===== src/sv/vva_pkg.sv =====
`timescale 1ns / 1ps
// ----------------------------------------------------------------------------
// vva_pkg - shared types for the three-component vector ALU
// Command codes, status codes, word layouts and the 32-bit clamp.
// ----------------------------------------------------------------------------
package vva_pkg;

	localparam int FRAC_BITS_DEF = 16;
	localparam int SQRT_STAGES   = 32;

	localparam logic [1:0] ST_OK   = 2'd0;
	localparam logic [1:0] ST_SAT  = 2'd1;
	localparam logic [1:0] ST_ZERO = 2'd2;
	localparam logic [1:0] ST_BAD  = 2'd3;

	localparam logic signed [65:0] MAX66 = 66'sd2147483647;
	localparam logic signed [65:0] MIN66 = -66'sd2147483648;

	typedef enum logic [3:0] {
		CMD_ADD     = 4'd0,
		CMD_SUB     = 4'd1,
		CMD_SCALE   = 4'd2,
		CMD_MUL     = 4'd3,
		CMD_CROSS   = 4'd4,
		CMD_DOT     = 4'd5,
		CMD_LENGTH  = 4'd6,
		CMD_NORM    = 4'd7,
		CMD_ABS     = 4'd8,
		CMD_MAXAXIS = 4'd9,
		CMD_DET     = 4'd10,
		CMD_DROP    = 4'd11
	} cmd_t;

	typedef struct packed {
		logic [3:0]         cmd;
		logic signed [31:0] a_x;
		logic signed [31:0] a_y;
		logic signed [31:0] a_z;
		logic signed [31:0] b_x;
		logic signed [31:0] b_y;
		logic signed [31:0] b_z;
		logic signed [31:0] scale;
		logic [1:0]         drop_axis;
	} in_t;

	typedef struct packed {
		logic signed [31:0] r_x;
		logic signed [31:0] r_y;
		logic signed [31:0] r_z;
		logic signed [31:0] r_scalar;
		logic [1:0]         r_axis;
		logic [1:0]         status;
	} out_t;

	typedef logic [2:0][31:0] vec_t;
	typedef logic [2:0][63:0] prod_t;

	typedef struct packed {
		logic signed [31:0] val;
		logic               flag;
	} sat_t;

	// per-item context carried alongside the root and divide pipelines
	typedef struct packed {
		cmd_t               cmd;
		logic               bad;
		vec_t               r;
		logic [2:0]         vsat;
		logic signed [31:0] scal;
		logic               ssat;
		logic [1:0]         rax;
		vec_t               mag;
		logic [2:0]         neg;
	} ctrl_t;

	function automatic sat_t sat32(input logic signed [65:0] v);
		sat_t s;
		if (v > MAX66) begin
			s.val  = 32'sh7FFF_FFFF;
			s.flag = 1'b1;
		end else if (v < MIN66) begin
			s.val  = 32'sh8000_0000;
			s.flag = 1'b1;
		end else begin
			s.val  = v[31:0];
			s.flag = 1'b0;
		end
		return s;
	endfunction

endpackage


===== src/sv/vva_merge.sv =====
`timescale 1ns / 1ps
// ----------------------------------------------------------------------------
// vva_merge - combines the three lanes
// Sums lane products for dot and length, finds the largest axis, packs context.
// ----------------------------------------------------------------------------
module vva_merge #(
	parameter int FRAC_BITS = vva_pkg::FRAC_BITS_DEF
) (
	input  logic           clk,
	input  vva_pkg::cmd_t  cmd_s2,
	input  logic [1:0]     axis_s2,
	input  vva_pkg::vec_t  res_s2,
	input  logic [2:0]     sat_s2,
	input  vva_pkg::prod_t prod_s2,
	input  vva_pkg::vec_t  mag_s2,
	input  logic [2:0]     neg_s2,
	output vva_pkg::ctrl_t ctrl_s3,
	output logic [63:0]    ss_s3
);
	import vva_pkg::*;

	logic signed [65:0] sum;
	sat_t               dsat;
	ctrl_t              c;

	assign sum = 66'($signed(prod_s2[0])) + 66'($signed(prod_s2[1]))
		+ 66'($signed(prod_s2[2]));
	assign dsat = sat32(sum >>> FRAC_BITS);

	always_comb begin
		c      = '0;
		c.cmd  = cmd_s2;
		c.bad  = (cmd_s2 == CMD_DROP && axis_s2 == 2'd3) || (cmd_s2 > CMD_DROP);
		c.r    = res_s2;
		c.vsat = sat_s2;
		c.mag  = mag_s2;
		c.neg  = neg_s2;
		// largest magnitude, earlier axis wins a tie
		if (mag_s2[0] < mag_s2[1])
			c.rax = (mag_s2[1] < mag_s2[2]) ? 2'd2 : 2'd1;
		else
			c.rax = (mag_s2[0] < mag_s2[2]) ? 2'd2 : 2'd0;
		case (cmd_s2) inside
			CMD_DOT: begin
				c.scal = dsat.val;
				c.ssat = dsat.flag;
			end
			CMD_DET: begin
				c.scal = res_s2[2];
				c.ssat = sat_s2[2];
			end
			default: ;
		endcase
	end

	always_ff @(posedge clk) begin
		ctrl_s3 <= c;
		ss_s3   <= sum[63:0];
	end

endmodule


===== config.mk =====
export PLATFORM = sky130hd
export DESIGN_NAME = vva_merge
export DESIGN_NICKNAME = d
export VERILOG_FILES = /design/src/sv/vva_pkg.sv /design/src/sv/vva_merge.sv
export SDC_FILE = /design/constraint.sdc
export NUM_CORES = 1
export LEC_CHECK = 0
export BUFFER_PORTS_ARGS = -buffer_cell sky130_fd_sc_hd__buf_2
export CAP_MARGIN = 0
export CORE_AREA = 2 2 273 275
export CTS_BUF_LIST = sky130_fd_sc_hd__clkbuf_4 sky130_fd_sc_hd__clkbuf_8
export DETAILED_ROUTE_END_ITERATION = 16
export DIE_AREA = 0 0 275 277
export GPL_TIMING_DRIVEN = 0
export PLACE_DENSITY = 0.52
export SETUP_SLACK_MARGIN = 0.4
export SLEW_MARGIN = 20
export SYNTH_ARGS = -nofsm -noshare
export SYNTH_HDL_FRONTEND = slang
export SYNTH_SLANG_ARGS = --single-unit

===== constraint.sdc =====
create_clock -name clk -period 12.55 [get_ports clk]
set_input_delay 3.1375 -clock clk [delete_from_list [all_inputs] [get_ports clk]]
set_output_delay 3.1375 -clock clk [all_outputs]
set_load 0.02 [all_outputs]

# Yosys cells after proc, flatten, opt, wreduce, memory -nomap -nowiden
# Index checks and enable logic that the tools add are counted.
[totals] latchBits=0 word_cells=35 ramBits=0 out_inout_bits=302 register_bits=302 mem_count=0 in_bits=397 romBits=0
[classes] shift=0 bitwise=0 mul=0 n_eq_ne=4 div_mod_pow=0 n_reduce_logical=2 add_sub_neg=2 muxes=7 magnitude_cmp=6
[op_table] op="33-bit two-way mux" count=4
[op_table] op="32-bit less-than comparator" count=3
[op_table] op="65-bit by 64-bit adder with 66-bit output" count=1
[op_table] op="64-bit by 64-bit adder with 65-bit output" count=1
[op_table] op="50-bit by 32-bit greater-than comparator with 1-bit output (second input constant)" count=1
[op_table] op="50-bit by 32-bit less-than comparator with 1-bit output (second input constant)" count=1
[op_table] op="4-bit == test (second input constant)" count=2
[op_table] op="2-bit two-way mux" count=3
[op_table] op="4-bit by 3-bit == test with 1-bit output (second input constant)" count=1
[op_table] op="4-bit greater-than comparator (second input constant)" count=1
[op_table] op="2-bit == test (second input constant)" count=1
[op_table] op="1-bit logical AND" count=1
[op_table] op="1-bit logical OR" count=1

# Logic depth before layout (Yosys ltp)
[depth] ltp_word=6 depth_mapped=18 ltp_nobuf=17

# Worst setup path after synthesis
# Ideal clock, no wire load.
[synth_timing] path_type="input port to flip-flop" from="input prod_s2[40] in the netlist's numbering" to="register ctrl_s3[104] in the netlist's numbering" arrival_time_ps=6528 stages=15 required_ps=12429 path_slack_ps=5901 cell_sequence="fa_1 > ha_1 > buf_2 > nand4_1 > or4_1 > or4_1 > a21oi_2 > or3_4 > a31oi_1 > o21ai_1 > xnor2_1 > nand4_1 > o21ai_4 > buf_6 > o22ai_2"
[synth_lines] item="from (decl)" line_no="vva_merge.sv:14" source="input vva_pkg::prod_t prod_s2,"
[synth_lines] item="to (signal assigned)" line_no="vva_merge.sv:57" source="ctrl_s3 <= c;"
[synth_lines] item="to (decl)" line_no="vva_merge.sv:17" source="output vva_pkg::ctrl_t ctrl_s3,"

==> flow_summary_export.csv <==
group,metric,value,unit
drt,drc,0,
drt,vias,13600,
layout,syn_to_final_growth,39.5,%
grt,grt_max_degree,15,
logic_synthesis,synth.avg_cell_area,10.3,um^2
drt,firstDrtPassIters,5,
clock_network,cts_buffers,55,
floorplanning,row_count,100,
timing,layout_setup_ws,5.14,ns
layout,fin_area,20900,um^2
logic_synthesis,netlist_area,15000,um^2
logic_synthesis,ys_warn_count,0,
timing,setup_violations,0,
layout,num-nets-final,2826,
worst_setup_path,timing.critical_path.max_delay_family,"compound AO/OA/AOI/OAI gates",
logic_synthesis,ys_seq_area_share,40.4,%
layout,nFillCells,7909,
grt,grt_first_pass_wirelength,93.9,mm
clock_network,post_cts_buffers,0,
layout,drive_gt1_share,38.7,%
place,place_ws,4.34,ns
layout,multi_input_comb_area,8310,um^2
clock_network,cts.path.max_buffers,3,
floorplanning,initial_core_util,20.3,%
drt,drtIter0Drc,712,
power_and_ir_drop,total_leakage_power,0.0101,uW
floorplanning,dieArea,76200,um^2
logic_synthesis,synth_top_area_cell,"dfxtp_1",
worst_setup_path,crit_path_frequent_cell,"fa_1",
worst_setup_path,path_depth,17,
worst_setup_path,worstPathArrival,7.89,ns
drt,top_layer_used,"met4",
outcome,status,"completed",
drt,viasPerCell,4.24,
floorplanning,core,73600,um^2
logic_synthesis,syn_nets,2071,
clock_network,cts_tree,"yes",
place,placed_cell_area,19700,um^2
worst_setup_path,path_class,"in2reg",
clock_network,cts.clk_slew.worst_paths,0.06,ns
clock_network,ctsResizeCount,0,
layout,final_cell_mix,"709 x buf_2, 302 x dfxtp_1, 157 x ha_1",
power_and_ir_drop,max-vdd-ir-drop,0.0730,mV
grt,antenna_found_initial,24,
drt,drt-total-wl,66.9,mm
timing,fmax,0.135,GHz
layout,final_common_cell,"buf_2",
layout,seqCellArea,6050,um^2
drt,ant_nets,0,
clock_network,cts.sinks,302,
grt,grt_pass1_vias,13800,
clock_network,hold_buffers,0,
timing,finalHoldWorstSlack,2.60,ns
worst_setup_path,critPathLaunchType,"input port",
run,cap_violations,0,
min_path,min_path_type,"in2reg",
logic_synthesis,synthArstFlopShare,0,%
logic_synthesis,yosys_most_used_dff,"dfxtp_1",
timing,grt_setup_unrepaired,"false",
timing,slew_headroom,37.0,%
logic_synthesis,synth_cells,1452,
worst_setup_path,end_kind,"flip-flop",
clock_network,cts-root-buf,"clkbuf_8",
min_path,hold_depth,1,
min_path,min_from,"res_s2[48]",
logic_synthesis,synth_top_area_share,40.4,%
floorplanning,die_y,277,um
worst_setup_path,worstPathRequired,13.04,ns
power_and_ir_drop,power_density,167,nW/um^2
grt,overflow,0,
timing,timing.final.crit_period,7.41,ns
layout,fin_util,28.4,%
place,dp_hpwl,57.9,mm
place,io_buffers,698,
worst_setup_path,crit_path_max_incr_delay,0.67,ns
worst_setup_path,critPathMaxFanout,10,
logic_synthesis,ys_ff_latch,302,
drt,met3_wirelength,4.49,mm
logic_synthesis,synth_area_leaders,"dfxtp_1 40%, ha_1 13%, fa_1 8.7%",
worst_setup_path,critical_path_buf_inv_count,3,
floorplanning,ioPinCount,699,
drt,wl_met1,27.6,mm
grt,grt_use_total,17.0,%
timing,drv_slew,0,
drt,wl_met2,33.2,mm
timing,fin_setup_tns,0,ns
min_path,whs_endpoint,"ctrl_s3[185]",
drt,wl_per_cell,20.8,um
worst_setup_path,crit_chain,"buf_2 > fa_1 > ha_1 > inv_1 > fa_1 > nand2b_1 > a211oi_1 > o211ai_1 > a21oi_2 > or3_4 > a31oi_1 > o21ai_1 > xnor2_1 > nand4_1 > o21ai_4 > buf_6 > o22ai_2",
place,gp_congestion,0.902,
floorplanning,fp.dieW,275,um
timing,hold_viol,0,
timing,period_share,59.0,%
logic_synthesis,synthDistinctLibCells,80,
timing,worstMarginPinSlew,0.931,ns
logic_synthesis,synth_edf_count,0,
clock_network,htree_levels,2,
worst_setup_path,slowest_stage,"a211oi_1",
[kinds of logic after synthesis]
kind of cell             synth area share (%)
adder cells (fa/ha/maj)                  21.8
buffers and inverters                    4.08
flip-flops                               40.4
AND/OR/NAND/NOR                          11.9
AO/OA/AOI/OAI                            18.3
multiplexers                            0.335
XOR/XNOR                                 3.16
[flip-flops by register name (all words and copies together) (netlist names)]
register	flops
ss_s3	64
ctrl_s3	238
[how the worst max path moves through the flow]
stage	slack, ns	endpoint	start
final	5.14	ctrl_s3[122]	prod_s2[1]
after global routing	4.80	ctrl_s3[122]	prod_s2[38]
after CTS	5.03	ctrl_s3[122]	prod_s2[38]
after detailed placement	4.34	ctrl_s3[116]	prod_s2[38]
after global placement	4.36	ctrl_s3[122]	prod_s2[37]
after floorplan	5.90	ctrl_s3[104]	prod_s2[40]
[cells in the mapped netlist (5+ instances only)]
cell type	number
clkbuf_1	31
fa_1	65
nand2b_1	50
xnor2_1	32
nand2_1	74
o21bai_1	15
or3_1	11
o21a_1	8
nand3_1	11
o21ai_0	59
a211oi_1	7
mux2i_1	5
ha_1	157
nor3_1	22
inv_1	99
a31oi_1	7
o31ai_1	5
o211ai_1	13
buf_6	6
nor4_1	7
o22ai_2	30
a21oi_1	134
and3_1	8
nor2b_1	15
xor2_1	22
dfxtp_1	302
buf_2	11
nand4_1	44
nor2_1	52
a21o_1	55
o21ai_1	8
[area by class of cell]
type	count	area share [%]
sequential	302	29.0
multi-input combinational	1003	39.8
buffer	48	1.15
inverter	99	1.78
clock inverter	17	0.821
antenna	2	0.0240
clock buffer	80	4.92
timing repair buffer	698	16.7
tap	969	5.81
[through the flow]
step,cells,power (uW)
floorplan,1452,1930
global placement,3119,2510
detailed placement,3119,2510
CTS,3216,3570
global route,3218,3720
finish,3218,3490
[routing by layer]
layer / GRT usage, % / up-vias
met5: 0 / -
met4: 4.30 / 0
met3: 3.37 / 102
met2: 30.6 / 579
met1: 20.5 / 6265
li1: - / 6688
[power by group]
part	switching (uW)	internal (uW)	leakage, uW
sequential	35.8	1110	0.00254
combinational	881	442	0.00692
clock	437	586	0.000636
No activity file was read; power rests on OpenSTA's default activity.
