[config.mk]
export PLATFORM = sky130hd
export DESIGN_NAME = vva_sqrt
export DESIGN_NICKNAME = d
export VERILOG_FILES = /design/src/sv/vva_pkg.sv /design/src/sv/vva_sqrt.sv
export SDC_FILE = /design/constraint.sdc
export NUM_CORES = 2
export LEC_CHECK = 0
export ABC_CLOCK_PERIOD_IN_PS = 4300
export BUFFER_PORTS_ARGS = -buffer_cell sky130_fd_sc_hd__buf_2
export CAP_MARGIN = 20
export CELL_PAD_IN_SITES_DETAIL_PLACEMENT = 1
export CELL_PAD_IN_SITES_GLOBAL_PLACEMENT = 1
export CORE_AREA = 2 2 432 434
export DETAILED_ROUTE_END_ITERATION = 10
export DIE_AREA = 0 0 434 436
export PLACE_DENSITY_LB_ADDON = 0.2
export SLEW_MARGIN = 40
export SYNTH_ARGS = -nofsm -noshare
export SYNTH_HDL_FRONTEND = slang
export SYNTH_MEMORY_MAX_BITS = 65536
export SYNTH_SLANG_ARGS = --single-unit
[constraint.sdc]
create_clock -name clk -period 4.3 [get_ports clk]
set_input_delay 0.43 -clock clk [delete_from_list [all_inputs] [get_ports clk]]
set_output_delay 0.43 -clock clk [all_outputs]
set_load 0.03 [all_outputs]
[src/sv/vva_pkg.sv]
`timescale 1ns / 1ps
// ----------------------------------------------------------------------------
// vva_pkg - shared types for the three-component vector ALU
// Command codes, status codes, word layouts and the 32-bit clamp.
// ----------------------------------------------------------------------------
package vva_pkg;

	localparam int FRAC_BITS_DEF = 16;
	localparam int SQRT_STAGES   = 32;

	localparam logic [1:0] ST_OK   = 2'd0;
	localparam logic [1:0] ST_SAT  = 2'd1;
	localparam logic [1:0] ST_ZERO = 2'd2;
	localparam logic [1:0] ST_BAD  = 2'd3;

	localparam logic signed [65:0] MAX66 = 66'sd2147483647;
	localparam logic signed [65:0] MIN66 = -66'sd2147483648;

	typedef enum logic [3:0] {
		CMD_ADD     = 4'd0,
		CMD_SUB     = 4'd1,
		CMD_SCALE   = 4'd2,
		CMD_MUL     = 4'd3,
		CMD_CROSS   = 4'd4,
		CMD_DOT     = 4'd5,
		CMD_LENGTH  = 4'd6,
		CMD_NORM    = 4'd7,
		CMD_ABS     = 4'd8,
		CMD_MAXAXIS = 4'd9,
		CMD_DET     = 4'd10,
		CMD_DROP    = 4'd11
	} cmd_t;

	typedef struct packed {
		logic [3:0]         cmd;
		logic signed [31:0] a_x;
		logic signed [31:0] a_y;
		logic signed [31:0] a_z;
		logic signed [31:0] b_x;
		logic signed [31:0] b_y;
		logic signed [31:0] b_z;
		logic signed [31:0] scale;
		logic [1:0]         drop_axis;
	} in_t;

	typedef struct packed {
		logic signed [31:0] r_x;
		logic signed [31:0] r_y;
		logic signed [31:0] r_z;
		logic signed [31:0] r_scalar;
		logic [1:0]         r_axis;
		logic [1:0]         status;
	} out_t;

	typedef logic [2:0][31:0] vec_t;
	typedef logic [2:0][63:0] prod_t;

	typedef struct packed {
		logic signed [31:0] val;
		logic               flag;
	} sat_t;

	// per-item context carried alongside the root and divide pipelines
	typedef struct packed {
		cmd_t               cmd;
		logic               bad;
		vec_t               r;
		logic [2:0]         vsat;
		logic signed [31:0] scal;
		logic               ssat;
		logic [1:0]         rax;
		vec_t               mag;
		logic [2:0]         neg;
	} ctrl_t;

	function automatic sat_t sat32(input logic signed [65:0] v);
		sat_t s;
		if (v > MAX66) begin
			s.val  = 32'sh7FFF_FFFF;
			s.flag = 1'b1;
		end else if (v < MIN66) begin
			s.val  = 32'sh8000_0000;
			s.flag = 1'b1;
		end else begin
			s.val  = v[31:0];
			s.flag = 1'b0;
		end
		return s;
	endfunction

endpackage

[src/sv/vva_sqrt.sv]
`timescale 1ns / 1ps
// ----------------------------------------------------------------------------
// vva_sqrt - pipelined integer square root
// One root bit per stage over 32 stages; floor of the root of a 64-bit word.
// ----------------------------------------------------------------------------
module vva_sqrt (
	input  logic        clk,
	input  logic [63:0] val,
	output logic [31:0] root
);
	import vva_pkg::*;

	logic [63:0] v_q  [0:SQRT_STAGES-1];
	logic [33:0] rem_q[0:SQRT_STAGES-1];
	logic [31:0] rt_q [0:SQRT_STAGES-1];

	for (genvar g = 0; g < SQRT_STAGES; g++) begin : g_stage
		logic [63:0] vi;
		logic [33:0] ri;
		logic [31:0] ti;
		logic [35:0] rn, trial;

		if (g == 0) begin : g_first
			assign vi = val;
			assign ri = '0;
			assign ti = '0;
		end else begin : g_next
			assign vi = v_q[g-1];
			assign ri = rem_q[g-1];
			assign ti = rt_q[g-1];
		end

		assign rn    = {ri, vi[63:62]};
		assign trial = {2'b00, ti, 2'b01};

		// try the next root bit
		always_ff @(posedge clk) begin
			v_q[g] <= {vi[61:0], 2'b00};
			if (rn >= trial) begin
				rem_q[g] <= 34'(rn - trial);
				rt_q[g]  <= {ti[30:0], 1'b1};
			end else begin
				rem_q[g] <= rn[33:0];
				rt_q[g]  <= {ti[30:0], 1'b0};
			end
		end
	end

	assign root = rt_q[SQRT_STAGES-1];

endmodule

# --- Yosys cells after proc, flatten, opt, wreduce, memory -nomap -nowiden ---
# Memories as Yosys holds them, arrays and structs flattened.
# Index checks and enable logic that the tools add are counted.
classes:
  addsub: 32
  multipliers: 0
  n_div: 0
  order_cmp: 32
  eq_ne: 0
  shift: 0
  n_mux: 160
  bitwise_logic: 64
  reduce_logical: 0
op_table:
  columns: ["operator", "count"]
  rows:
  - ["36-bit by 34-bit greater-or-equal comparator with 1-bit output", 31]
  - ["34-bit two-way mux", 32]
  - ["34-bit subtractor", 31]
  - ["32-bit two-way mux", 32]
  - ["1-bit two-way mux", 96]
  - ["1-bit bitwise OR", 64]
  - ["2-bit by 1-bit subtractor with 3-bit output (second input constant)", 1]
  - ["2-bit by 1-bit greater-or-equal comparator with 1-bit output (second input constant)", 1]
totals:
  register_bits: 0
  latch_bits: 0
  ram_bits: 4096
  rom_bits: 0
  inputBits: 65
  out_inout_bits: 32
  wordCells: 291
  memories: 3
memory_table:
  columns: ["memory", "words", "word_bits", "rd", "rd_clocked_by_memory_dff", "write_ports", "line_no", "text"]
  rows:
  - ["v_q", 32, 62, 31, 0, 32, "vva_sqrt.sv:13", "logic [63:0] v_q [0:SQRT_STAGES-1];"]
  - ["rem_q", 32, 34, 31, 0, 32, "vva_sqrt.sv:14", "logic [33:0] rem_q[0:SQRT_STAGES-1];"]
  - ["rt_q", 32, 32, 32, 0, 32, "vva_sqrt.sv:15", "logic [31:0] rt_q [0:SQRT_STAGES-1];"]

# --- Logic depth before layout (Yosys ltp) ---
# An unclocked memory read counts as a cell.
depth:
  word_depth: 5
  mapped_depth: 15
  mapped_depth_nobuf: 13

# --- Worst setup path before layout ---
# Ideal clock, no wire load.
synth_path:
  kind: "reg2reg"
  startpoint: "memory rem_q[11][20] (netlist: rem_q[0][394])"
  endpoint: "memory rem_q[12][23] (netlist: rem_q[0][431])"
  setup_time_ns: 0.134
  arrival_ns: 3.123
  required_ns: 4.166
  path_slack_ns: 1.043
  path_stages_with_launch: 12
  n_path_buf: 1
  period_less_slack_ns: 3.257
  cell_sequence: "dfxtp_1 > or4_1 > or3_4 > nor4_1 > nand2b_1 > or4_1 > or4b_1 > buf_4 > o2111a_4 > nand3_2 > nor4_1 > xor2_1"
synth_lines:
  columns: ["item", "line_no"]
  rows:
  - ["start: declaration", "vva_sqrt.sv:14"]

==> flow_summary.ini <==
[run_status]
status = completed

[power_and_ir_drop]
power_leakage_nw = 49.2
power.total_w = 0.0629
irDropWorstVdd_mv = 0.381
powerDensity_nw_per_um2 = 600

[sta]
setup_tns_ps = 0
fmax_mhz = 264
slew-limit-headroom_pct = 44.9
worstMarginPinSlew_ps = 823
layout_setup_ws_ps = 509
worst_clock_skew_ps = 68.3
drv_slew = 0
fin_crit_ps = 3790
fin_crit_sh_pct = 88.2
hold_viol_final = 0
rsz0062_at_grt = no
final-setup-viol-count = 0

[place]
pre_cts_ws_ps = 573
io_buffers = 96
gp_congestion = 0.905
dpl.hpwl_um = 162000

[critical_path]
max_stage_delay_ps = 520
startpoint_type = register
crit_top_cell = or4_1
critPathMaxFanout = 16
worstSetupPathType = reg -> reg
critical_path_arrival_ps = 4590
r2r_setup_slack_ps = 510
cp_slowest_cell = or4_1
crit_family = simple AND/OR/NAND/NOR gates
worstRegToRegCells = 11
cp.required_ps = 5100
cp-end-kind = register
r2r_end = rem_q[0][231]
crit_buf_inv = 1
worstPathCellList = or4_1 > or3_1 > or4_1 > nor4_2 > nor4b_2 > nand4b_1 > buf_4 > nor3b_1 > nand2_1 > nor2_1 > xor2_1
r2r-start = rem_q[0][189]

[finish]
regArea_sq_um = 50500
area_growth_syn_to_layout_pct = 14.1
fillCellCount = 20018
fin_util_pct = 56.7
nets = 9980
drive_above_1_share_pct = 7.43
multi_input_area_sq_um = 38100

[routing]
drt_wl_total_um = 221000
routed_via_density = 5.27
dr.pass1.iters = 5
post_drt_wl_per_cell_um = 18.4
ant_nets = 0
drt_iter0_drc = 2845
num_vias = 63355
drc_errors = 0

[floorplanning]
fp.coreArea_sq_um = 185000
rows = 158
io_pins = 97
start_util_pct = 49.7
die_h_um = 436
dieArea_sq_um = 189000
dieWidth_um = 434

[cts]
cts_resized = 0
htreeDepth = 5
cts_buffer_depth = 4
clk_pin_slew_worst_paths_ps = 70
clock_latency_ps = 940
cts.sinks = 2523
cts_buffers = 274
cts_tree = built
cts-root-buf = clkbuf_16

[synthesis]
synth_mux_area_share_pct = 0.806
synth_adder_area_share_pct = 7.66
syn_avg_cell_area_sq_um = 10.2
netlist_area_sq_um = 91900
synth-edff-count = 0
ys_seq_area_share_pct = 55.0
ys_seq_elements = 2523
yosysUniqueCellTypes = 94
syn_inst = 9041
async_reset_ff_share_pct = 0
synth_simple_gate_area_share_pct = 12.5
synthFlopType = dfxtp_1
synth_top_family_by_area = simple AND/OR/NAND/NOR gates
synth-compound-area-share_pct = 12.4
synthesis.nets = 9668
synthXorXnorAreaFrac_pct = 8.04
synth_warnings = 0

[global_route]
antenna_found_initial = 2
gr-total-overflow = 0
grt_pass1_vias = 67200
grt_pass1_wl_um = 358000
grt.total_usage_pct = 23.2
grt_max_degree = 54

[hold_path]
hold_end = v_q[0][38]
whs_path_depth = 2
hp-start = val[38]
hold_path_class = in -> reg

[flow_run]
cap_violations = 0
[power breakdown]
group / internal, W / total (W) / switching (W) / leakage [nW]
sequential: 0.0272 / 0.0303 / 0.00308 / 21.1
combinational: 0.00426 / 0.00964 / 0.00538 / 23.7
clock: 0.0138 / 0.0230 / 0.00916 / 4.36
[Yosys cell counts (40+ instances only)]
cell / count / area (sq um)
dfxtp_1: 2523 / 50500
inv_1: 708 / 2660
nand2_1: 657 / 2470
ha_1: 562 / 7030
a21oi_1: 543 / 2720
o21ai_0: 504 / 2520
nor2_1: 501 / 1880
xnor2_1: 423 / 3700
xor2_1: 420 / 3680
a21o_1: 250 / 1880
nor3_1: 224 / 1120
clkbuf_1: 155 / 582
nand3_1: 155 / 776
nand2b_1: 126 / 788
nor4_1: 109 / 682
o21a_1: 99 / 743
nand4_1: 93 / 582
nor2b_1: 90 / 563
or3_1: 72 / 450
or4_1: 65 / 488
o31ai_1: 58 / 435
a31oi_1: 57 / 357
mux2_2: 56 / 631
o21bai_1: 54 / 405
and3_1: 47 / 294
a211oi_1: 41 / 308
or2_2: 40 / 250
[cells in the final DEF, fill, tap and decap left out, types with 45 or more instances in the layout]
cell type,instances
a21o_1,250
nand3_1,155
xor2_1,420
nor2_1,500
clkbuf_8,50
o21bai_1,54
a21oi_1,540
a31oi_1,55
nand2_1,657
nor4_1,108
buf_4,48
or3_1,72
o21a_1,99
mux2_2,56
nor3_1,224
xnor2_1,423
dlygate4sd3_1,65
clkbuf_16,281
and3_1,47
or4_1,65
o21ai_0,504
nand2b_1,126
o31ai_1,58
ha_1,562
nor2b_1,90
buf_2,96
dfxtp_1,2523
clkinv_2,45
nand4_1,93
inv_1,708
[worst max path at each step]
stage                       start  slack [ps]            end  cells after the start
floorplan           rem_q[0][394]        1040  rem_q[0][431]                     11
global placement     rt_q[1][388]         640  rem_q[1][473]                     12
detailed placement   rt_q[0][192]         570  rem_q[0][270]                     14
CTS                 rem_q[0][189]         460  rem_q[0][231]                     11
global route         rt_q[1][292]         170  rem_q[1][367]                     12
finish              rem_q[0][189]         510  rem_q[0][231]                     11
[routing by layer]
metal	vias to the layer above	track usage (%)	share of wire, %
li1	31430	-	-
met1	30604	30.1	46
met2	886	39.8	48
met3	435	2.98	2.8
met4	0	7.44	3.0
met5	-	0	0
[kinds of logic after synthesis]
kind of cell / count (synthesis)
DFF: 2523
adders and majority gates: 562
and+or+nand+nor: 2321
buffers and inverters: 890
muxes: 67
other: 1
AOI/OAI and AO/OA: 1834
xor gates and xnor gates: 843
[timing repair]
item / CTS / global route
hold endpoints to repair: 65 / 0
hold buffers: 65 / 0
setup buffers: 0 / 0
[worst reg2reg max path, delay by kind of cell, from the launching register on]
family                 cells  cell delay (ps)
XOR/XNOR                   1              170
buffers and inverters      1              220
flip-flops                 1              350
AND/OR/NAND/NOR            9             2920
[through the flow]
step                std cells  area, sq um  hold WS (ps)
floorplan                9041        91900           310
global placement        11492        95300           310
detailed placement      11492        95300           313
CTS                     12012       105000          57.2
global route            12013       105000          62.2
finish                  12013       105000           120
[sequential cells by signal, summed over array words and instances, names as in the netlist]
signal and cells:
rem_q 1003, rt_q 528, v_q 992
[area by class of cell]
cell class,count,area share [%]
diodes,1,0.00239
flip-flops and latches,2523,48.2
well taps,2480,2.96
inverters,714,2.56
clock inverters,82,0.902
multi-input cells,5628,36.4
clock buffers,373,7.52
repair buffers,212,1.48
No activity file was read; power rests on OpenSTA's default activity.
