File: src/sv/vva_pkg.sv
`timescale 1ns / 1ps
// ----------------------------------------------------------------------------
// vva_pkg - shared types for the three-component vector ALU
// Command codes, status codes, word layouts and the 32-bit clamp.
// ----------------------------------------------------------------------------
package vva_pkg;

	localparam int FRAC_BITS_DEF = 16;
	localparam int SQRT_STAGES   = 32;

	localparam logic [1:0] ST_OK   = 2'd0;
	localparam logic [1:0] ST_SAT  = 2'd1;
	localparam logic [1:0] ST_ZERO = 2'd2;
	localparam logic [1:0] ST_BAD  = 2'd3;

	localparam logic signed [65:0] MAX66 = 66'sd2147483647;
	localparam logic signed [65:0] MIN66 = -66'sd2147483648;

	typedef enum logic [3:0] {
		CMD_ADD     = 4'd0,
		CMD_SUB     = 4'd1,
		CMD_SCALE   = 4'd2,
		CMD_MUL     = 4'd3,
		CMD_CROSS   = 4'd4,
		CMD_DOT     = 4'd5,
		CMD_LENGTH  = 4'd6,
		CMD_NORM    = 4'd7,
		CMD_ABS     = 4'd8,
		CMD_MAXAXIS = 4'd9,
		CMD_DET     = 4'd10,
		CMD_DROP    = 4'd11
	} cmd_t;

	typedef struct packed {
		logic [3:0]         cmd;
		logic signed [31:0] a_x;
		logic signed [31:0] a_y;
		logic signed [31:0] a_z;
		logic signed [31:0] b_x;
		logic signed [31:0] b_y;
		logic signed [31:0] b_z;
		logic signed [31:0] scale;
		logic [1:0]         drop_axis;
	} in_t;

	typedef struct packed {
		logic signed [31:0] r_x;
		logic signed [31:0] r_y;
		logic signed [31:0] r_z;
		logic signed [31:0] r_scalar;
		logic [1:0]         r_axis;
		logic [1:0]         status;
	} out_t;

	typedef logic [2:0][31:0] vec_t;
	typedef logic [2:0][63:0] prod_t;

	typedef struct packed {
		logic signed [31:0] val;
		logic               flag;
	} sat_t;

	// per-item context carried alongside the root and divide pipelines
	typedef struct packed {
		cmd_t               cmd;
		logic               bad;
		vec_t               r;
		logic [2:0]         vsat;
		logic signed [31:0] scal;
		logic               ssat;
		logic [1:0]         rax;
		vec_t               mag;
		logic [2:0]         neg;
	} ctrl_t;

	function automatic sat_t sat32(input logic signed [65:0] v);
		sat_t s;
		if (v > MAX66) begin
			s.val  = 32'sh7FFF_FFFF;
			s.flag = 1'b1;
		end else if (v < MIN66) begin
			s.val  = 32'sh8000_0000;
			s.flag = 1'b1;
		end else begin
			s.val  = v[31:0];
			s.flag = 1'b0;
		end
		return s;
	endfunction

endpackage

File: src/sv/vva_div.sv
`timescale 1ns / 1ps
// ----------------------------------------------------------------------------
// vva_div - pipelined restoring divider for normalize
// Computes sign * (mag << FRAC_BITS) / len, one quotient bit per stage.
// ----------------------------------------------------------------------------
module vva_div #(
	parameter int FRAC_BITS = vva_pkg::FRAC_BITS_DEF
) (
	input  logic               clk,
	input  logic [31:0]        mag,
	input  logic               neg,
	input  logic [31:0]        len,
	output logic signed [31:0] quo
);
	localparam int N = FRAC_BITS + 1;

	logic [33:0]  rem_q[0:N-1];
	logic [N-1:0] q_q  [0:N-1];
	logic [31:0]  d_q  [0:N-1];
	logic         n_q  [0:N-1];
	logic [31:0]  qs;

	for (genvar g = 0; g < N; g++) begin : g_stage
		logic [33:0]  ri, rn;
		logic [N-1:0] qi;
		logic [31:0]  di;
		logic         ni, bi;

		// magnitude never exceeds len, so mag >> 1 starts below the divisor
		if (g == 0) begin : g_first
			assign ri = {3'b000, mag[31:1]};
			assign bi = mag[0];
			assign qi = '0;
			assign di = len;
			assign ni = neg;
		end else begin : g_next
			assign ri = rem_q[g-1];
			assign bi = 1'b0;
			assign qi = q_q[g-1];
			assign di = d_q[g-1];
			assign ni = n_q[g-1];
		end

		assign rn = {ri[32:0], bi};

		always_ff @(posedge clk) begin
			d_q[g] <= di;
			n_q[g] <= ni;
			if (rn >= {2'b00, di}) begin
				rem_q[g] <= rn - {2'b00, di};
				q_q[g]   <= {qi[N-2:0], 1'b1};
			end else begin
				rem_q[g] <= rn;
				q_q[g]   <= {qi[N-2:0], 1'b0};
			end
		end
	end

	// apply the sign of the component
	assign qs  = 32'(q_q[N-1]);
	assign quo = n_q[N-1] ? -$signed(qs) : $signed(qs);

endmodule
File: config.mk
export PLATFORM = sky130hd
export DESIGN_NAME = vva_div
export DESIGN_NICKNAME = d
export VERILOG_FILES = /design/src/sv/vva_pkg.sv /design/src/sv/vva_div.sv
export SDC_FILE = /design/constraint.sdc
export NUM_CORES = 2
export LEC_CHECK = 0
export ABC_AREA = 1
export BUFFER_PORTS_ARGS = -buffer_cell sky130_fd_sc_hd__buf_4
export CELL_PAD_IN_SITES_DETAIL_PLACEMENT = 0
export CELL_PAD_IN_SITES_GLOBAL_PLACEMENT = 1
export CORE_MARGIN = 4
export CORE_UTILIZATION = 34
export DETAILED_ROUTE_END_ITERATION = 6
export PLACE_DENSITY_LB_ADDON = 0.1
export SLEW_MARGIN = 20
export SYNTH_ARGS = -nofsm -noshare
export SYNTH_HDL_FRONTEND = slang
export SYNTH_SLANG_ARGS = --single-unit
File: constraint.sdc
create_clock -name clk -period 1.8 [get_ports clk]
set_input_delay 0.27 -clock clk [delete_from_list [all_inputs] [get_ports clk]]
set_output_delay 0.27 -clock clk [all_outputs]
set_load 0.01 [all_outputs]
Word-level counts from Yosys, hierarchy flattened
Memories as Yosys holds them, arrays and structs flattened.
Cells that the tools add are included.
- output and inout bits: 32
- register bits: 0
- input bits: 66
- memories kept: 4
- memory bits (writable): 1428
- logic and storage cells: 159
- memories (name ; depth ; bits a word ; rd ports ; clocked after Yosys merged registers in ; write ports ; RTL line ; RTL):
    rem_q ; 17 ; 34 ; 16 ; 0 ; 17 ; vva_div.sv:17 ; logic [33:0] rem_q[0:N-1];
    d_q ; 17 ; 32 ; 16 ; 0 ; 17 ; vva_div.sv:19 ; logic [31:0] d_q [0:N-1];
    q_q ; 17 ; 17 ; 17 ; 0 ; 17 ; vva_div.sv:18 ; logic [N-1:0] q_q [0:N-1];
    n_q ; 17 ; 1 ; 17 ; 0 ; 17 ; vva_div.sv:20 ; logic n_q [0:N-1];
- add/subtract/negate cells: 18
- multiplexer cells: 86
- bitwise logic cells: 34
- magnitude comparators: 17
- operator list (kind ; count):
    $mux W34 ; 17
    $ge A34 B32 Y1 ; 16
    $sub A34 B32 Y34 ; 16
    $mux W17 ; 17
    $mux W1 ; 51
    $or A1 B1 Y1 ; 34
    $sub A32 B32 Y33 ; 1
    $ge A32 B32 Y1 ; 1
    $mux W32 ; 1
    $neg A17 Y32 ; 1

Depth between registers and ports, before layout
An unclocked memory read counts as a cell.
- depth in word-level cells: 5
- gate-level depth with buffers: 16
- mapped depth without buffers: 16

Worst setup path after synthesis
Ideal clock, no wire load.
- kind: register -> register
- start point: memory d_q[2][25], in the netlist d_q[0][89]
- end point: memory rem_q[3][25]
- arrival time: 1.704 ns
- stages on the path, launching flop included: 14
- required time: 1.687 ns
- slack: -0.017 ns
- path buffers: 1
- period minus slack after synthesis: 1.817 ns
- library setup time: 0.113 ns
- path through: dfxtp_1 > inv_1 > ha_1 > nand2_1 > inv_1 > nand2_1 > nand2_1 > inv_1 > a21oi_1 > nor2_1 > nand3_2 > buf_6 > nand2_1 > nand2_1
- RTL lines (what ; RTL line):
    from (decl) ; vva_div.sv:19
    to (decl) ; vva_div.sv:17

==> results.py <==
metrics = {
    "route": {
        "dr.pass1.iters": 6,
        "drt_iter0_markers": 5614,
        "wirelength_um": 369200,
        "drcViolationCount": 0,
        "detail-route-antenna-nets": 0,
        "num_vias": 90350,
        "wire_per_inst_um": 18.99,
        "viasPerCell": 4.647,
    },
    "power_and_ir_drop": {
        "p_leak_nw": 72.53,
        "comb_power_share": 0.686,
        "p_switching_mw": 116.3,
        "swShare": 0.4591,
        "p_int_mw": 137.0,
        "powerDensity_nw_per_um2": 1891,
        "p_clk_frac": 0.128,
        "ir_drop_mv": 0.9609,
        "power_frac_seq": 0.187,
    },
    "critical_path": {
        "critPathLaunchType": "flop",
        "ff2ff_path_depth": 14,
        "crit_path_max_fanout": 9,
        "crit_path_end_kind": "primary output",
        "crit_path_max_incr_delay_ns": 0.37,
        "crit_chain": "buf_4 > nor2_4 > nand2_2 > nor3_4 > nand2_2 > o31ai_4 > buf_6 > xnor2_1 > buf_4",
        "worstReg2RegEnd": "rem_q[7][12]",
        "rr_startpoint": "d_q[0][219]",
        "arrival_ns": 2.52,
        "crit_type": "reg -> out",
        "crit_required_ns": 1.53,
        "rrSetupSlack_ns": -0.38,
        "crit_slowest_cell": "dfxtp_4",
    },
    "die": {
        "die_area_sq_um": 235900,
        "die_h_um": 485.7,
        "initial_core_util": 0.3413,
        "core_sq_um": 227300,
        "num_rows": 175,
        "ios": 98,
        "dieWidth_um": 485.7,
    },
    "global_route": {
        "grtUsageTotal": 0.2942,
        "grt_start_max_net_pins": 32,
        "grt_pass1_vias": 87380,
        "grt_pass1_wl_um": 531300,
        "antenna_found_initial": 12,
        "grt_overflow": 0,
    },
    "synthesis": {
        "syn_inst": 12590,
        "seq_area_frac_synth": 0.3122,
        "syn_area_per_cell_sq_um": 6.164,
        "synth_area_sq_um": 77580,
        "yosysUniqueCellTypes": 46,
        "synth_edf_count": 0,
        "syn_nets": 13210,
        "synth.largest_area_cell": "dfxtp_1",
        "ys_top_cells_by_count": "nand2_1, inv_1, dfxtp_1",
        "ys_seq_elements": 1210,
        "yosysMostFrequentCell": "nand2_1",
        "synth_top_cell_area_share": 0.3122,
        "synthTopCellsByArea": "dfxtp_1, nand2_1, inv_1",
        "ys_warn_count": 0,
        "async_flop_share": 0,
        "synth_flop_cell": "dfxtp_1",
    },
    "worst_hold_path": {
        "hold_path_class": "in -> reg",
        "min_path_cells": 6,
        "min_from": "len[0]",
        "worstHoldEndpoint": "rem_q[0][0]",
    },
    "layout": {
        "final_cells": 19440,
        "drive_gt1_frac": 0.4693,
        "final-seq-area_sq_um": 25590,
        "syn_to_final_growth_pct": 72.71,
        "nNetsFinal": 16920,
        "fillerInstances": 21380,
        "multi_input_area_sq_um": 57230,
    },
    "sta": {
        "worst_pin_slew_ns": 0.7704,
        "hold_violations": 1,
        "period_minus_slack_ns": 2.789,
        "max_freq_mhz": 358.5,
        "fin_worst_skew_ns": 0.03459,
        "hold_ws_ns": -0.003051,
        "setup_slack_ns": -0.9890,
        "slew_viol_final": 0,
        "slew_headroom": 0.4825,
        "fin_crit_sh": 1.549,
        "finalSetupViolations": 560,
        "fin_tns_setup_ns": -145.55,
        "rsz0062_at_grt": "true",
    },
    "status": {
        "violations": "negative hold slack, negative setup slack",
        "outcome": "finished with violations",
    },
    "clocking": {
        "cts_max_level": 4,
        "clkTransAtPathRegs_ns": 0.06,
        "cts_root_buffer": "clkbuf_16",
        "numCtsBuffers": 150,
        "clk_latency_ns": 0.82,
        "cts_tree": "done",
        "clk_path_buf_depth": 3,
        "cts_sinks": 1210,
    },
    "placement": {
        "place.gp.congestion": 0.9784,
        "place_hpwl_um": 293800,
        "post-place-cells": 18520,
        "port_buffers": 97,
    },
    "flow_run": {
        "max_cap_violations": 0,
    },
}
## logic make-up (layout without fill, tap and decap cells)
kind of cell,count (synthesis),after routing,share of synthesized area
AO/OA/AOI/OAI,419,419,0.02826
XOR/XNOR,254,254,0.02868
other,0,20,0
adder cells (fa/ha/maj),560,560,0.09187
flip-flops,1210,1210,0.3122
AND/OR/NAND/NOR,7217,7217,0.3910
buffers and inverters,2925,6752,0.1479
## cell type report
class	count	area share
inverters	2732	0.07703
clock buffers	191	0.03082
well taps	3009	0.02810
diodes	20	0.0003735
repair buffers	3747	0.2369
clock inverters	82	0.008638
flip-flops and latches	1210	0.1910
multi-input cells	8450	0.4271
## placed cells by master, fill, tap and decap left out, drive strengths merged, types with 36 or more instances in the layout
cell type,count
and2,97
nor2,692
ha,544
inv,2743
nand4,548
nor3,134
dlygate4sd3,66
nand3,515
nand3b,36
a21oi,329
xor2,235
dfxtp,1210
clkbuf,213
nand2,5150
o21ai,57
buf,3654
## how the worst max path moves through the flow
stage,start,to,slack (ns),depth (start not counted)
after floorplan,q_q[16][0],quo[12],0.007,9
after global placement,d_q[0][221],rem_q[7][28],-1.22,10
after detailed placement,d_q[0][221],rem_q[7][28],-1.19,10
after CTS,q_q[16][0],quo[16],-1.05,12
after global routing,q_q[16][1],quo[12],-1.16,11
final,q_q[16][1],quo[15],-0.99,9
## flip-flops by register name, summed over array words and instances (netlist names)
signal,count
rem_q,528
d_q,512
q_q,153
n_q,17
## power by group through the flow
stage	Sequential (mW)	Clock, mW	Combinational, mW
6_report	47.3	32.3	174
5_1_grt	47.7	34.1	188
4_1_cts	45.9	33.1	148
3_5_place_dp	44.2	0	128
3_3_place_gp	44.4	0	128
2_1_floorplan	38.8	0	65.8
## per-layer routing
| layer | GRT usage | up-vias | wire [um] |
|---|---|---|---|
| met5 | 0 | - | 50 |
| met4 | 0.1114 | 6 | 15600 |
| met3 | 0.03718 | 528 | 17210 |
| met2 | 0.4791 | 2050 | 167800 |
| met1 | 0.3967 | 42170 | 168500 |
| li1 | - | 45600 | - |
## repair_timing
item,4_1_cts,5_1_grt
cloned,46,28
setup endpoints to repair,543,577
hold buffers,66,5
endpoints found under the hold margin,65,5
buffers inserted,255,267
pin swaps,447,814
gates resized for setup,2137,2815
## per-stage QoR
stage | instance area [sq um] | power [mW] | util | worst slack (ns)
finish | 134000 | 253.3 | 0.5895 | -0.9890
global route | 134000 | 270.0 | 0.5894 | -1.164
CTS | 121800 | 227.1 | 0.5358 | -1.054
detailed placement | 104500 | 172.3 | 0.4596 | -1.191
global placement | 104500 | 172.1 | 0.4596 | -1.219
floorplan | 77640 | 104.6 | - | 0.007213
## critical path, delay by kind of cell, from the launching register on
| kind | cells | cell delay, ns |
|---|---|---|
| AND/OR/NAND/NOR | 4 | 0.51 |
| buffers and inverters | 3 | 0.45 |
| flip-flops | 1 | 0.37 |
| AO/OA/AOI/OAI | 1 | 0.23 |
| XOR/XNOR | 1 | 0.12 |
Note: power is estimated with default switching activity, not from simulation.
